**src/hdl/rrqs_pkg.sv**
```systemverilog
// Package for the round-robin quantum scheduler.
// Holds field widths, register and command codes, reset values and the
// controller command bundle. No dependencies.
package rrqs_pkg;

    // Default table depth; the top level may override it.
    localparam int MAX_SLOTS_DEF = 64;

    // Field widths fixed by the interface.
    localparam int CMD_W     = 1;
    localparam int SLOT_W    = 6;
    localparam int BURST_W   = 16;
    localparam int SLICE_W   = 16;
    localparam int ELAPSED_W = 32;
    localparam int QUANTUM_W = 16;
    localparam int PCOUNT_W  = 7;

    // Stream payload widths, packed and padded to whole bytes.
    localparam int S_TDATA_W = 24;
    localparam int M_TDATA_W = 56;

    // Configuration port.
    localparam int CFG_IDX_W  = 2;
    localparam int CFG_DATA_W = 16;

    localparam logic [CFG_IDX_W-1:0] REG_TIME_QUANTUM  = CFG_IDX_W'(0);
    localparam logic [CFG_IDX_W-1:0] REG_PROCESS_COUNT = CFG_IDX_W'(1);

    localparam logic [QUANTUM_W-1:0] QUANTUM_RESET = QUANTUM_W'(4);
    localparam logic [PCOUNT_W-1:0]  PCOUNT_RESET  = PCOUNT_W'(64);

    // Item kinds carried on the input tuser.
    localparam logic [CMD_W-1:0] CMD_LOAD = 1'b0;
    localparam logic [CMD_W-1:0] CMD_STEP = 1'b1;

    // Commands from the controller to the datapath.
    typedef struct packed {
        logic load;    // write a burst length into the table
        logic start;   // search for the next slot and read its entry
        logic commit;  // charge the slice and load the result register
    } ctl_cmd_t;

endpackage

```
**src/hdl/round_robin_quantum_scheduler.sv**
```systemverilog
// Round-robin scheduler with a time quantum: top level.
// Joins rrqs_ctrl and rrqs_datapath and packs the stream payloads.
// Depends on rrqs_pkg, rrqs_ctrl and rrqs_datapath.
//
// Usage:
//   Input stream (s_): s_tuser selects the item kind. A load writes a burst
//   length into a table slot and returns the scan position and elapsed time
//   to zero; it gives no result. A step picks the next slot with work left,
//   charges it up to one quantum and gives one result on the m_ stream.
//   Configuration channel: cfg_index 0 is the time quantum, 1 the process
//   count. Write it only while no item is in progress.
//   Sequence: a step first does the slot search and the table read, then the
//   read-modify-write of the entry and the result register load. The single
//   table read port and its read register split a step this way. No new item
//   is taken until the step in progress has committed its result.
//   A result waits in the output register while m_tready is low; loads are
//   still taken meanwhile, and a following step holds in its update cycle
//   until the waiting result has been transferred.
//   Reset: the quantum returns to 4, the process count to 64, every slot
//   reads as empty and the scan position and elapsed time are zero. There
//   is no clearing pass; the block takes items as soon as reset is released.
module round_robin_quantum_scheduler
    import rrqs_pkg::*;
#(
    parameter int MAX_SLOTS = MAX_SLOTS_DEF
) (
    input  logic                  aclk,
    input  logic                  aresetn,
    // Input stream.
    input  logic                  s_tvalid,
    output logic                  s_tready,
    input  logic [S_TDATA_W-1:0]  s_tdata,   // process_slot[5:0], burst_length[21:6]
    input  logic [CMD_W-1:0]      s_tuser,   // command[0]
    // Result stream.
    output logic                  m_tvalid,
    input  logic                  m_tready,
    output logic [M_TDATA_W-1:0]  m_tdata,   // served_process[5:0], slice_length[21:6],
                                             // elapsed_time[53:22]
    output logic                  m_tuser,   // all_done[0]
    // Configuration writes.
    input  logic                  cfg_valid,
    output logic                  cfg_ready,
    input  logic [CFG_IDX_W-1:0]  cfg_index,
    input  logic [CFG_DATA_W-1:0] cfg_data
);

    ctl_cmd_t             cmd;
    logic [SLOT_W-1:0]    served_process;
    logic [SLICE_W-1:0]   slice_length;
    logic [ELAPSED_W-1:0] elapsed_time;

    // Controller.
    rrqs_ctrl u_ctrl (
        .aclk      (aclk),
        .aresetn   (aresetn),
        .s_tvalid  (s_tvalid),
        .s_tready  (s_tready),
        .item_kind (s_tuser),
        .m_tvalid  (m_tvalid),
        .m_tready  (m_tready),
        .cmd       (cmd)
    );

    // Datapath.
    rrqs_datapath #(
        .MAX_SLOTS (MAX_SLOTS)
    ) u_datapath (
        .aclk           (aclk),
        .aresetn        (aresetn),
        .cmd            (cmd),
        .cfg_valid      (cfg_valid),
        .cfg_ready      (cfg_ready),
        .cfg_index      (cfg_index),
        .cfg_data       (cfg_data),
        .process_slot   (s_tdata[SLOT_W-1:0]),
        .burst_length   (s_tdata[SLOT_W+BURST_W-1:SLOT_W]),
        .served_process (served_process),
        .slice_length   (slice_length),
        .elapsed_time   (elapsed_time),
        .all_done       (m_tuser)
    );

    // Result payload, padded to whole bytes.
    assign m_tdata = {(M_TDATA_W - SLOT_W - SLICE_W - ELAPSED_W)'(0),
                      elapsed_time, slice_length, served_process};

`ifndef SYNTHESIS
    // A step keeps the input side busy in the cycle after its transfer.
    a_step_busy: assert property (@(posedge aclk) disable iff (!aresetn)
        (s_tvalid && s_tready && (s_tuser == CMD_STEP)) |=> !s_tready)
        else $error("input accepted during a step update");

    // A load never produces a result.
    a_load_silent: assert property (@(posedge aclk) disable iff (!aresetn)
        (s_tvalid && s_tready && (s_tuser == CMD_LOAD) && !m_tvalid) |=> !m_tvalid)
        else $error("result produced by a load");

    // An all-done result carries no slot and no slice.
    a_done_empty: assert property (@(posedge aclk) disable iff (!aresetn)
        (m_tvalid && m_tuser) |-> (served_process == '0 && slice_length == '0))
        else $error("all-done result with a slot or slice");

    // A served slot is always charged some work.
    a_served_work: assert property (@(posedge aclk) disable iff (!aresetn)
        (m_tvalid && !m_tuser) |-> (slice_length != '0))
        else $error("served slot with an empty slice");
`endif

endmodule

```
**src/hdl/rrqs_ctrl.sv**
```systemverilog
// Controller of the round-robin quantum scheduler.
// Sequences input transfers, table updates and the result register's valid
// flag. Depends on rrqs_pkg.
module rrqs_ctrl
    import rrqs_pkg::*;
(
    input  logic             aclk,
    input  logic             aresetn,
    input  logic             s_tvalid,
    output logic             s_tready,
    input  logic [CMD_W-1:0] item_kind,
    output logic             m_tvalid,
    input  logic             m_tready,
    output ctl_cmd_t         cmd
);

    typedef enum logic {
        ST_IDLE,
        ST_EXEC
    } state_t;

    state_t state_reg, state_next;
    logic   out_valid_reg, out_valid_next;
    logic   out_free;

    // The result register can take a new result when empty or being drained.
    assign out_free = !out_valid_reg || m_tready;
    assign s_tready = (state_reg == ST_IDLE);
    assign m_tvalid = out_valid_reg;

    // Commands for the datapath.
    always_comb begin
        cmd        = '0;
        cmd.load   = (state_reg == ST_IDLE) && s_tvalid && (item_kind == CMD_LOAD);
        cmd.start  = (state_reg == ST_IDLE) && s_tvalid && (item_kind == CMD_STEP);
        cmd.commit = (state_reg == ST_EXEC) && out_free;
    end

    // Next state and next result valid flag.
    always_comb begin
        state_next     = state_reg;
        out_valid_next = out_valid_reg;
        if (m_tready) begin
            out_valid_next = 1'b0;
        end
        case (state_reg)
            ST_IDLE: begin
                if (cmd.start) begin
                    state_next = ST_EXEC;
                end
            end
            ST_EXEC: begin
                if (out_free) begin
                    out_valid_next = 1'b1;
                    state_next     = ST_IDLE;
                end
            end
            default: begin
                state_next = ST_IDLE;
            end
        endcase
    end

    // State and registered outputs.
    always_ff @(posedge aclk) begin
        if (!aresetn) begin
            state_reg     <= ST_IDLE;
            out_valid_reg <= 1'b0;
        end else begin
            state_reg     <= state_next;
            out_valid_reg <= out_valid_next;
        end
    end

endmodule

```
**src/hdl/rrqs_datapath.sv**
```systemverilog
// Datapath of the round-robin quantum scheduler.
// Holds the configuration registers, the work table with its non-zero mask,
// the slot search, the slice arithmetic and the result register. Uses rrqs_pkg.
module rrqs_datapath
    import rrqs_pkg::*;
#(
    parameter int MAX_SLOTS = MAX_SLOTS_DEF
) (
    input  logic                  aclk,
    input  logic                  aresetn,
    input  ctl_cmd_t              cmd,
    input  logic                  cfg_valid,
    output logic                  cfg_ready,
    input  logic [CFG_IDX_W-1:0]  cfg_index,
    input  logic [CFG_DATA_W-1:0] cfg_data,
    input  logic [SLOT_W-1:0]     process_slot,
    input  logic [BURST_W-1:0]    burst_length,
    output logic [SLOT_W-1:0]     served_process,
    output logic [SLICE_W-1:0]    slice_length,
    output logic [ELAPSED_W-1:0]  elapsed_time,
    output logic                  all_done
);

    localparam int IDX_W = $clog2(MAX_SLOTS);
    localparam int CNT_W = $clog2(MAX_SLOTS + 1);

    // Configuration registers.
    logic [QUANTUM_W-1:0] quantum_reg;
    logic [PCOUNT_W-1:0]  pcount_reg;

    // Scheduling state.
    logic [BURST_W-1:0]   rem_mem [MAX_SLOTS];
    logic [MAX_SLOTS-1:0] mask_reg;
    logic [IDX_W-1:0]     scan_reg;
    logic [ELAPSED_W-1:0] elapsed_reg;

    // Step in flight.
    logic [IDX_W-1:0]     pos_reg;
    logic                 found_reg;
    logic [BURST_W-1:0]   rd_data_reg;

    // Result register.
    logic [SLOT_W-1:0]    out_served_reg;
    logic [SLICE_W-1:0]   out_slice_reg;
    logic [ELAPSED_W-1:0] out_elapsed_reg;
    logic                 out_done_reg;

    logic [31:0]          count_wide;
    logic [CNT_W-1:0]     count;
    logic [IDX_W-1:0]     start;
    logic [MAX_SLOTS-1:0] cand;
    logic [MAX_SLOTS-1:0] cand_hi;
    logic [IDX_W-1:0]     pos_hi;
    logic [IDX_W-1:0]     pos_lo;
    logic [IDX_W-1:0]     search_pos;
    logic                 search_found;
    logic [IDX_W-1:0]     rd_addr;
    logic                 load_ok;
    logic [IDX_W-1:0]     load_addr;
    logic [QUANTUM_W-1:0] quantum_eff;
    logic [SLICE_W-1:0]   slice;
    logic [BURST_W-1:0]   rem_new;
    logic [ELAPSED_W:0]   elapsed_sum;
    logic [ELAPSED_W-1:0] elapsed_sat;
    logic [CNT_W-1:0]     pos_inc;
    logic [IDX_W-1:0]     scan_after;

    assign cfg_ready = 1'b1;

    // Configuration writes; unknown indexes are ignored.
    always_ff @(posedge aclk) begin
        if (!aresetn) begin
            quantum_reg <= QUANTUM_RESET;
            pcount_reg  <= PCOUNT_RESET;
        end else if (cfg_valid) begin
            if (cfg_index == REG_TIME_QUANTUM) begin
                quantum_reg <= cfg_data;
            end else if (cfg_index == REG_PROCESS_COUNT) begin
                pcount_reg <= cfg_data[PCOUNT_W-1:0];
            end
        end
    end

    // Active slot count, limited to the table depth.
    assign count_wide = (32'(pcount_reg) > 32'(MAX_SLOTS)) ? 32'(MAX_SLOTS)
                                                           : 32'(pcount_reg);
    assign count = CNT_W'(count_wide);
    assign start = (CNT_W'(scan_reg) < count) ? scan_reg : '0;

    // Cyclic search: the lowest busy slot at or after the start position,
    // otherwise the lowest busy slot overall.
    always_comb begin
        pos_hi = '0;
        pos_lo = '0;
        for (int i = 0; i < MAX_SLOTS; i++) begin
            cand[i]    = mask_reg[i] && (CNT_W'(i) < count);
            cand_hi[i] = cand[i] && (IDX_W'(i) >= start);
        end
        for (int i = MAX_SLOTS - 1; i >= 0; i--) begin
            if (cand_hi[i]) begin
                pos_hi = IDX_W'(i);
            end
            if (cand[i]) begin
                pos_lo = IDX_W'(i);
            end
        end
    end

    assign search_found = |cand;
    assign search_pos   = (|cand_hi) ? pos_hi : pos_lo;

    // Load address; slots beyond the table are not written.
    assign load_ok   = (32'(process_slot) < 32'(MAX_SLOTS));
    assign load_addr = IDX_W'(process_slot);
    assign rd_addr   = cmd.start ? search_pos : pos_reg;

    // Slice arithmetic on the entry read for the step in flight.
    assign quantum_eff = (quantum_reg == '0) ? QUANTUM_W'(1) : quantum_reg;
    assign slice       = (rd_data_reg < quantum_eff) ? rd_data_reg : quantum_eff;
    assign rem_new     = rd_data_reg - slice;
    assign elapsed_sum = {1'b0, elapsed_reg} + (ELAPSED_W + 1)'(slice);
    assign elapsed_sat = elapsed_sum[ELAPSED_W] ? '1 : elapsed_sum[ELAPSED_W-1:0];
    assign pos_inc     = CNT_W'(pos_reg) + CNT_W'(1);
    assign scan_after  = (pos_inc >= count) ? '0 : IDX_W'(pos_inc);

    // Work table: one write port, one registered read port.
    always_ff @(posedge aclk) begin
        if (cmd.load && load_ok) begin
            rem_mem[load_addr] <= burst_length;
        end else if (cmd.commit && found_reg) begin
            rem_mem[pos_reg] <= rem_new;
        end
        rd_data_reg <= rem_mem[rd_addr];
    end

    // Busy mask, scan position and elapsed total.
    always_ff @(posedge aclk) begin
        if (!aresetn) begin
            mask_reg    <= '0;
            scan_reg    <= '0;
            elapsed_reg <= '0;
        end else if (cmd.load) begin
            if (load_ok) begin
                mask_reg[load_addr] <= (burst_length != '0);
            end
            scan_reg    <= '0;
            elapsed_reg <= '0;
        end else if (cmd.commit && found_reg) begin
            mask_reg[pos_reg] <= (rem_new != '0);
            scan_reg          <= scan_after;
            elapsed_reg       <= elapsed_sat;
        end
    end

    // Search result held for the update cycle.
    always_ff @(posedge aclk) begin
        if (cmd.start) begin
            pos_reg   <= search_pos;
            found_reg <= search_found;
        end
    end

    // Result register, loaded only when the controller commits.
    always_ff @(posedge aclk) begin
        if (cmd.commit) begin
            out_served_reg  <= found_reg ? SLOT_W'(pos_reg) : '0;
            out_slice_reg   <= found_reg ? slice : '0;
            out_elapsed_reg <= found_reg ? elapsed_sat : elapsed_reg;
            out_done_reg    <= !found_reg;
        end
    end

    assign served_process = out_served_reg;
    assign slice_length   = out_slice_reg;
    assign elapsed_time   = out_elapsed_reg;
    assign all_done       = out_done_reg;

endmodule
```
**config.mk**
```make
export PLATFORM = sky130hd
export DESIGN_NAME = round_robin_quantum_scheduler
export DESIGN_NICKNAME = d
export VERILOG_FILES = /design/src/hdl/rrqs_pkg.sv /design/src/hdl/round_robin_quantum_scheduler.sv /design/src/hdl/rrqs_ctrl.sv /design/src/hdl/rrqs_datapath.sv
export SDC_FILE = /design/constraint.sdc
export NUM_CORES = 2
export LEC_CHECK = 0
export ABC_AREA = 1
export BUFFER_PORTS_ARGS = -buffer_cell sky130_fd_sc_hd__buf_4
export CAP_MARGIN = 30
export CELL_PAD_IN_SITES_DETAIL_PLACEMENT = 0
export CELL_PAD_IN_SITES_GLOBAL_PLACEMENT = 1
export CORE_MARGIN = 8
export CORE_UTILIZATION = 31
export CTS_BUF_LIST = sky130_fd_sc_hd__clkbuf_4 sky130_fd_sc_hd__clkbuf_8
export DETAILED_ROUTE_END_ITERATION = 10
export PLACE_DENSITY = 0.56
export SLEW_MARGIN = 25
export SYNTH_ARGS = -nofsm -noshare
export SYNTH_HDL_FRONTEND = slang
export SYNTH_HIERARCHICAL = 1
export SYNTH_SLANG_ARGS = --single-unit
```
**constraint.sdc**
```tcl
create_clock -name aclk -period 21.5 [get_ports aclk]
set_input_delay 2.15 -clock aclk [delete_from_list [all_inputs] [get_ports aclk]]
set_output_delay 2.15 -clock aclk [all_outputs]
set_load 0.02 [all_outputs]
```
After elaboration in Yosys (flattened, before gate mapping)
Memories as Yosys holds them, arrays and structs flattened. A register that Yosys moved wholly into a read port is not among the register bits.
Cells that the tools add are included.
- muxes and demuxes: 159
- reduce and logical (&&, ||, !) cells: 149
- add/subtract/negate cells: 3
- order comparisons: 136
- eq/ne operators: 1
- bitwise logic cells: 4
- operators with widths (cell ; number):
    $mux 6 ; 133
    $lt 6x7->1 const A ; 32
    $ge 6x6->1 const A ; 32
    $logic_and 1x1->1 ; 135
    $bwmux 64 ; 2
    $mux 64 ; 2
    $reduce_or 64->1 ; 2
    $lt 5x7->1 const A ; 16
    $ge 5x6->1 const A ; 16
    $mux 32 ; 2
    $lt 4x7->1 const A ; 8
    $ge 4x6->1 const A ; 8
    $mux 16 ; 3
    $add 32x16->33 ; 1
    $reduce_bool 16->1 ; 2
    $lt 3x7->1 const A ; 4
    $ge 3x6->1 const A ; 4
    $logic_not 16->1 ; 1
    $lt 16x16->1 ; 1
    $reduce_or 16->1 ; 1
    $sub 16x16->16 ; 1
    $lt 1x7->1 const A ; 2
    $lt 2x7->1 const A ; 2
    $lt 6x7->1 const B ; 2
    other kinds (20) ; 40
- output and inout port bits: 60
- input bits: 48
- register bits after elaboration: 189
- memories kept: 1
- memory bits (writable): 1024
- memories (memory ; words ; width ; rd ports ; clocked after memory_dff ; write ports ; RTL line ; text):
    u_datapath.rem_mem ; 64 ; 16 ; 1 ; 1 ; 1 ; rrqs_datapath.sv:32 ; logic [BURST_W-1:0] rem_mem [MAX_SLOTS];

Longest topological paths before layout
- word-level depth: 72
- gate-level depth with buffers: 88
- depth with buffers taken out: 85

Hierarchy
Netlist, hierarchy kept.
- by module, submodules not included (module ; area an instance (um^2) ; cells an instance ; instances):
    rrqs_datapath ; 59648.5 ; 6303 ; 1
    rrqs_ctrl ; 100.1 ; 14 ; 1
    round_robin_quantum_scheduler ; 18.8 ; 3 ; 1

Least setup slack after synthesis
Ideal clock, no wire load.
- path kind: input to register
- from: input port m_tready
- to: memory u_datapath.rem_mem[0][0] (data pin)
- data required time: 20.798 ns
- path buffers: 2
- setup time: 0.702 ns
- stages on the path: 8
- data arrival time: 8.989 ns
- slack: 11.809 ns
- cell sequence: inv_1 -> a21oi_1 -> nand2_1 -> nor2_1 -> clkinv_1 -> clkbuf_1 -> clkbuf_1 -> o21ai_0
- RTL lines (what ; RTL line ; text):
    start: declaration ; round_robin_quantum_scheduler.sv:36 ; input logic m_tready,
    end: declaration ; rrqs_datapath.sv:32 ;

Worst setup path after layout
- from: register u_datapath.pcount_reg[6]
- to: register u_datapath.rd_data_reg[9] (read register of u_datapath.rem_mem)
- word-level cells in the longest chain between the ends: 72
- RTL lines (what ; RTL line ; text):
    start: declaration ; rrqs_datapath.sv:29 ; logic [PCOUNT_W-1:0] pcount_reg;
    start signal: assignment ; rrqs_datapath.sv:79 ; pcount_reg <= cfg_data[PCOUNT_W-1:0];
    $gt 7x7->1 ; rrqs_datapath.sv:85 ; assign count_wide = (32'(pcount_reg) > 32'(MAX_SLOTS)) ? 32'(MAX_SLOTS)
    $mux 7 * ; rrqs_datapath.sv:85 ;
    $lt 6x7->1 ; rrqs_datapath.sv:88 ; assign start = (CNT_W'(scan_reg) < count) ? scan_reg : '0;
    $mux 6 ; rrqs_datapath.sv:88 ;
    $ge 6x6->1 ; rrqs_datapath.sv:97 ; cand_hi[i] = cand[i] && (IDX_W'(i) >= start);
    $logic_and 1x1->1 ; rrqs_datapath.sv:97 ;
    $mux 6 (64 in a row) ; rrqs_datapath.sv:100 ; if (cand_hi[i]) begin
    $mux 6 * ; rrqs_datapath.sv:110 ; assign search_pos = (|cand_hi) ? pos_hi : pos_lo;
    $mux 6 * ; rrqs_datapath.sv:115 ; assign rd_addr = cmd.start ? search_pos : pos_reg;
    end: declaration ; rrqs_datapath.sv:40 ; logic [BURST_W-1:0] rd_data_reg;
Mark *: on every way between the ends. The rest lies on a longest branch, timed or not.
A chain may end at the register's enable or synchronous reset.

==> report_table.html <==
<table>
<tr><th>Metric</th><th>Value</th></tr>
<tr><th colspan="2">STA</th></tr>
<tr><td>Highest Clock Rate</td><td>91.2 MHz</td></tr>
<tr><td>Count of endpoints failing hold in the final timing report</td><td>0</td></tr>
<tr><td>Slew Limit Fails</td><td>0</td></tr>
<tr><td>Unrepaired setup endpoints after global routing</td><td>no</td></tr>
<tr><td>Setup total negative slack</td><td>0 ns</td></tr>
<tr><td>Minimum period implied by the final worst setup slack</td><td>10.96 ns</td></tr>
<tr><td>Worst Tran Pin Value</td><td>1.06 ns</td></tr>
<tr><td>Final worst-path cycle share</td><td>0.510</td></tr>
<tr><td>Tightest slew margin relative to the limit</td><td>0.289</td></tr>
<tr><td>Final Setup Violations</td><td>0</td></tr>
<tr><td>Setup clock skew after layout</td><td>0.0543 ns</td></tr>
<tr><th colspan="2">Clock tree</th></tr>
<tr><td>Resized cells post-CTS</td><td>0</td></tr>
<tr><td>Clock network latency to the later pin of the worst-skew pair</td><td>0.97 ns</td></tr>
<tr><td>Level count of the clock H-tree</td><td>4</td></tr>
<tr><td>Hold Buf Count CTS</td><td>0</td></tr>
<tr><td>Clock buffer count from CTS</td><td>218</td></tr>
<tr><td>Clock slew at the register clock pins of the worst setup and hold paths</td><td>0.06 ns</td></tr>
<tr><td>Maximum number of buffers from clock root to sink</td><td>3</td></tr>
<tr><td>Setup Buffers After CTS</td><td>0</td></tr>
<tr><td>CTS tree</td><td>done</td></tr>
<tr><td>CTS sink cnt</td><td>1,229</td></tr>
<tr><td>CTS Root Cell</td><td>sky130_fd_sc_hd__clkbuf_8</td></tr>
<tr><th colspan="2">Logic synthesis</th></tr>
<tr><td>Proportion of register bits with asynchronous set or reset after synthesis</td><td>0</td></tr>
<tr><td>Distinct cell type count after synthesis</td><td>62</td></tr>
<tr><td>Post-Synthesis Mean Instance Area</td><td>9.46 um^2</td></tr>
<tr><td>Flip-flop and latch count after synthesis</td><td>1,229</td></tr>
<tr><td>Combined area of all synthesized cells</td><td>59,800 um^2</td></tr>
<tr><td>Number of enable-type register cells in the synthesized netlist</td><td>1,080</td></tr>
<tr><td>Gate Count Post-Synth</td><td>6,320</td></tr>
<tr><td>Total number of yosys warnings</td><td>6</td></tr>
<tr><td>Top flip-flop cell by instance count after synthesis</td><td>sky130_fd_sc_hd__edfxtp_1</td></tr>
<tr><td>Proportion of synthesized chip area in sequential cells</td><td>0.593</td></tr>
<tr><th colspan="2">Worst setup path</th></tr>
<tr><td>Endpoint arrival time on the critical path</td><td>11.75 ns</td></tr>
<tr><td>CP required</td><td>22.29 ns</td></tr>
<tr><td>Maximum cell stage delay along the critical path</td><td>0.81 ns</td></tr>
<tr><td>Critical path's slowest cell</td><td>sky130_fd_sc_hd__buf_4</td></tr>
<tr><td>CP delay by family, top</td><td>simple AND/OR/NAND/NOR gates</td></tr>
<tr><td>Buffers &amp; Inverters on Critical Path</td><td>7</td></tr>
<tr><td>Critical path capture point type</td><td>flop</td></tr>
<tr><td>Maximum fanout count along the critical path</td><td>146</td></tr>
<tr><td>Type of the setup path with the least slack</td><td>reg -&gt; reg</td></tr>
<tr><td>Category of the worst setup path launch point</td><td>flop</td></tr>
<tr><td>Most used cell, CP</td><td>sky130_fd_sc_hd__nand2_1</td></tr>
<tr><th colspan="2">Outcome</th></tr>
<tr><td>Run status</td><td>complete, no violations</td></tr>
<tr><th colspan="2">Detailed routing</th></tr>
<tr><td>DRC violation count after routing</td><td>0</td></tr>
<tr><td>Final antenna-violating net count</td><td>0</td></tr>
<tr><td>Vias post-DR</td><td>45,500</td></tr>
<tr><td>Initial detailed-routing violation count</td><td>3,972</td></tr>
<tr><td>Average routed wire per standard cell</td><td>22.6 um</td></tr>
<tr><td>Total wirelength of the detailed-routed design</td><td>207,000 um</td></tr>
<tr><td>Pre-Repair DR Iteration Count</td><td>5</td></tr>
<tr><td>Number of vias per cell</td><td>4.98</td></tr>
<tr><th colspan="2">Placement</th></tr>
<tr><td>Detail Placement HPWL</td><td>124,000 um</td></tr>
<tr><td>Dpl cells</td><td>8,731</td></tr>
<tr><td>Final weighted congestion of routability-driven global placement</td><td>0.921</td></tr>
<tr><td>IO Port Bufs</td><td>102</td></tr>
<tr><th colspan="2">Finish</th></tr>
<tr><td>Leading cell type in the layout, fill and taps excluded</td><td>sky130_fd_sc_hd__nand3_1</td></tr>
<tr><td>Max reg flops</td><td>1,024</td></tr>
<tr><td>Leading cell types in the layout, fill and taps excluded</td><td>sky130_fd_sc_hd__nand3_1 (1,224), sky130_fd_sc_hd__nand2_1 (1,085), sky130_fd_sc_hd__edfxtp_1 (1,080)</td></tr>
<tr><td>Fraction of final layout cells with drive strength greater than 1</td><td>0.105</td></tr>
<tr><td>Number of non-filler instances in the completed layout</td><td>9,132</td></tr>
<tr><td>Count of nets after finishing</td><td>6,536</td></tr>
<tr><td>Area grow syn2layout</td><td>13.5%</td></tr>
<tr><th colspan="2">Pwr</th></tr>
<tr><td>PD cells</td><td>99.8 nW/um^2</td></tr>
<tr><td>Maximum vdd drop</td><td>0.0000743 V</td></tr>
<tr><td>Static leakage</td><td>27.2 nW</td></tr>
<tr><th colspan="2">Floorplanning</th></tr>
<tr><td>Total I/O pin count</td><td>108</td></tr>
<tr><td>Die footprint</td><td>207,000 um^2</td></tr>
<tr><td>Effective utilization at floorplan</td><td>0.311</td></tr>
<tr><td>Std cell rows</td><td>161</td></tr>
<tr><td>Core Footprint</td><td>192,000 um^2</td></tr>
<tr><td>Die height</td><td>455 um</td></tr>
<tr><td>Die Width</td><td>455 um</td></tr>
<tr><th colspan="2">Worst hold path</th></tr>
<tr><td>Hold/Removal Path Class</td><td>reg -&gt; reg</td></tr>
<tr><th colspan="2">Global routing</th></tr>
<tr><td>Vias in the first global route</td><td>43,500</td></tr>
<tr><td>Pin count of the biggest net entering global routing</td><td>148</td></tr>
<tr><td>Global-route total usage across every layer</td><td>0.194</td></tr>
<tr><td>Global-route congestion overflow total</td><td>0</td></tr>
<tr><td>Antenna violations before repair</td><td>6</td></tr>
<tr><td>Wire length of the first global-routing pass</td><td>299,000 um</td></tr>
<tr><th colspan="2">Job</th></tr>
<tr><td>Maximum capacitance violations</td><td>0</td></tr>
</table>
-- path summary, 6_finish.rpt --
path	to	slack, ns	startpoint	depth (start not counted)
max	u_datapath/rd_data_reg[9]	10.54	u_datapath/pcount_reg[6]	82
min	u_datapath/mask_reg[49]	0.49	u_datapath/mask_reg[49]	2
max reg2reg	u_datapath/rd_data_reg[9]	10.54	u_datapath/pcount_reg[6]	82
min reg2reg	u_datapath/mask_reg[49]	0.49	u_datapath/mask_reg[49]	2
-- where the power goes --
group | internal, mW | switching [mW] | leakage, nW
Clock | 1.16 | 1.00 | 2.26
Sequential | 2.70 | 0.0339 | 10.9
Combinational | 0.506 | 1.37 | 13.9
Total | 4.37 | 2.40 | 27.2
-- layer usage --
metal / track usage / share of wire
met5: 0 / 0.00017
met4: 0.0641 / 0.032
met3: 0.0293 / 0.055
met2: 0.307 / 0.45
met1: 0.272 / 0.46
-- worst reg2reg max path, delay by kind of cell, from the launching register on --
kind / cells / cell delay, ns
AOI/OAI and AO/OA: 2 / 0.47
buffers and inverters: 7 / 2.78
and+or+nand+nor: 72 / 6.59
adders and majority gates: 1 / 0.27
DFF: 1 / 0.70
-- kinds of logic (layout without fill, tap and decap cells) --
family / Yosys count / after routing / synth area share
buffers and inverters: 1345 / 1625 / 0.0914
other: 2 / 8 / 0.000126
DFF: 1229 / 1229 / 0.593
AOI/OAI and AO/OA: 510 / 510 / 0.0473
and+or+nand+nor: 3139 / 3139 / 0.251
xor gates and xnor gates: 34 / 34 / 0.00498
adders and majority gates: 61 / 61 / 0.0130
-- through the flow --
step                      power, mW   util  setup WS, ns  hold WS (ns)  cell area [um^2]
after floorplan                3.97      -         11.81         0.459             59800
after global placement         4.65  0.330         10.44         0.474             63400
after detailed placement       4.66  0.331         10.58         0.486             63500
final                          6.77  0.353         10.54         0.494             67800
after CTS                      6.85  0.353         10.49         0.494             67800
after global routing           7.12  0.353          9.43         0.531             67800
-- layout make-up --
class,instances,area (um^2)
diodes,5,12.5
clock buffers,307,3720
clock inverters,87,573
fillers,19500,124000
inverters,995,3750
multi-input cells,3747,19300
flip-flops and latches,1229,35400
well taps,2526,3160
repair buffers,236,1880
-- cell usage after synthesis (3+ instances only) --
library cell,number,share of area
sky130_fd_sc_hd__nor2_1,318,0.020
sky130_fd_sc_hd__nor3_1,77,0.0064
sky130_fd_sc_hd__edfxtp_1,1080,0.54
sky130_fd_sc_hd__buf_4,21,0.0026
sky130_fd_sc_hd__o211ai_1,12,0.0015
sky130_fd_sc_hd__buf_2,61,0.0051
sky130_fd_sc_hd__xnor2_1,12,0.0018
sky130_fd_sc_hd__nand3b_1,353,0.044
sky130_fd_sc_hd__nor4_1,15,0.0016
sky130_fd_sc_hd__clkbuf_1,189,0.012
sky130_fd_sc_hd__a22oi_1,4,0.00050
sky130_fd_sc_hd__nand2_4,3,0.00057
sky130_fd_sc_hd__a31oi_1,77,0.0081
sky130_fd_sc_hd__o21ai_0,235,0.020
sky130_fd_sc_hd__ha_1,59,0.012
sky130_fd_sc_hd__nand4_1,32,0.0033
sky130_fd_sc_hd__o32ai_1,3,0.00044
sky130_fd_sc_hd__nor2_2,5,0.00052
sky130_fd_sc_hd__xor2_1,22,0.0032
sky130_fd_sc_hd__nand2_1,1090,0.068
sky130_fd_sc_hd__a311oi_1,3,0.00044
sky130_fd_sc_hd__buf_6,33,0.0062
sky130_fd_sc_hd__buf_1,45,0.0028
sky130_fd_sc_hd__dfxtp_1,149,0.050
sky130_fd_sc_hd__or2_2,4,0.00042
sky130_fd_sc_hd__o311ai_0,3,0.00044
sky130_fd_sc_hd__nand2_2,4,0.00042
sky130_fd_sc_hd__a211oi_1,5,0.00063
sky130_fd_sc_hd__nand3_2,3,0.00050
sky130_fd_sc_hd__o31ai_1,3,0.00038
sky130_fd_sc_hd__o21bai_1,7,0.00088
sky130_fd_sc_hd__o21ai_1,4,0.00033
sky130_fd_sc_hd__nand3_1,1224,0.10
sky130_fd_sc_hd__inv_1,974,0.061
sky130_fd_sc_hd__o21a_1,4,0.00050
sky130_fd_sc_hd__clkinv_1,9,0.00057
sky130_fd_sc_hd__inv_2,12,0.00075
sky130_fd_sc_hd__a21oi_1,136,0.011
No activity file was read; power rests on OpenSTA's default activity.
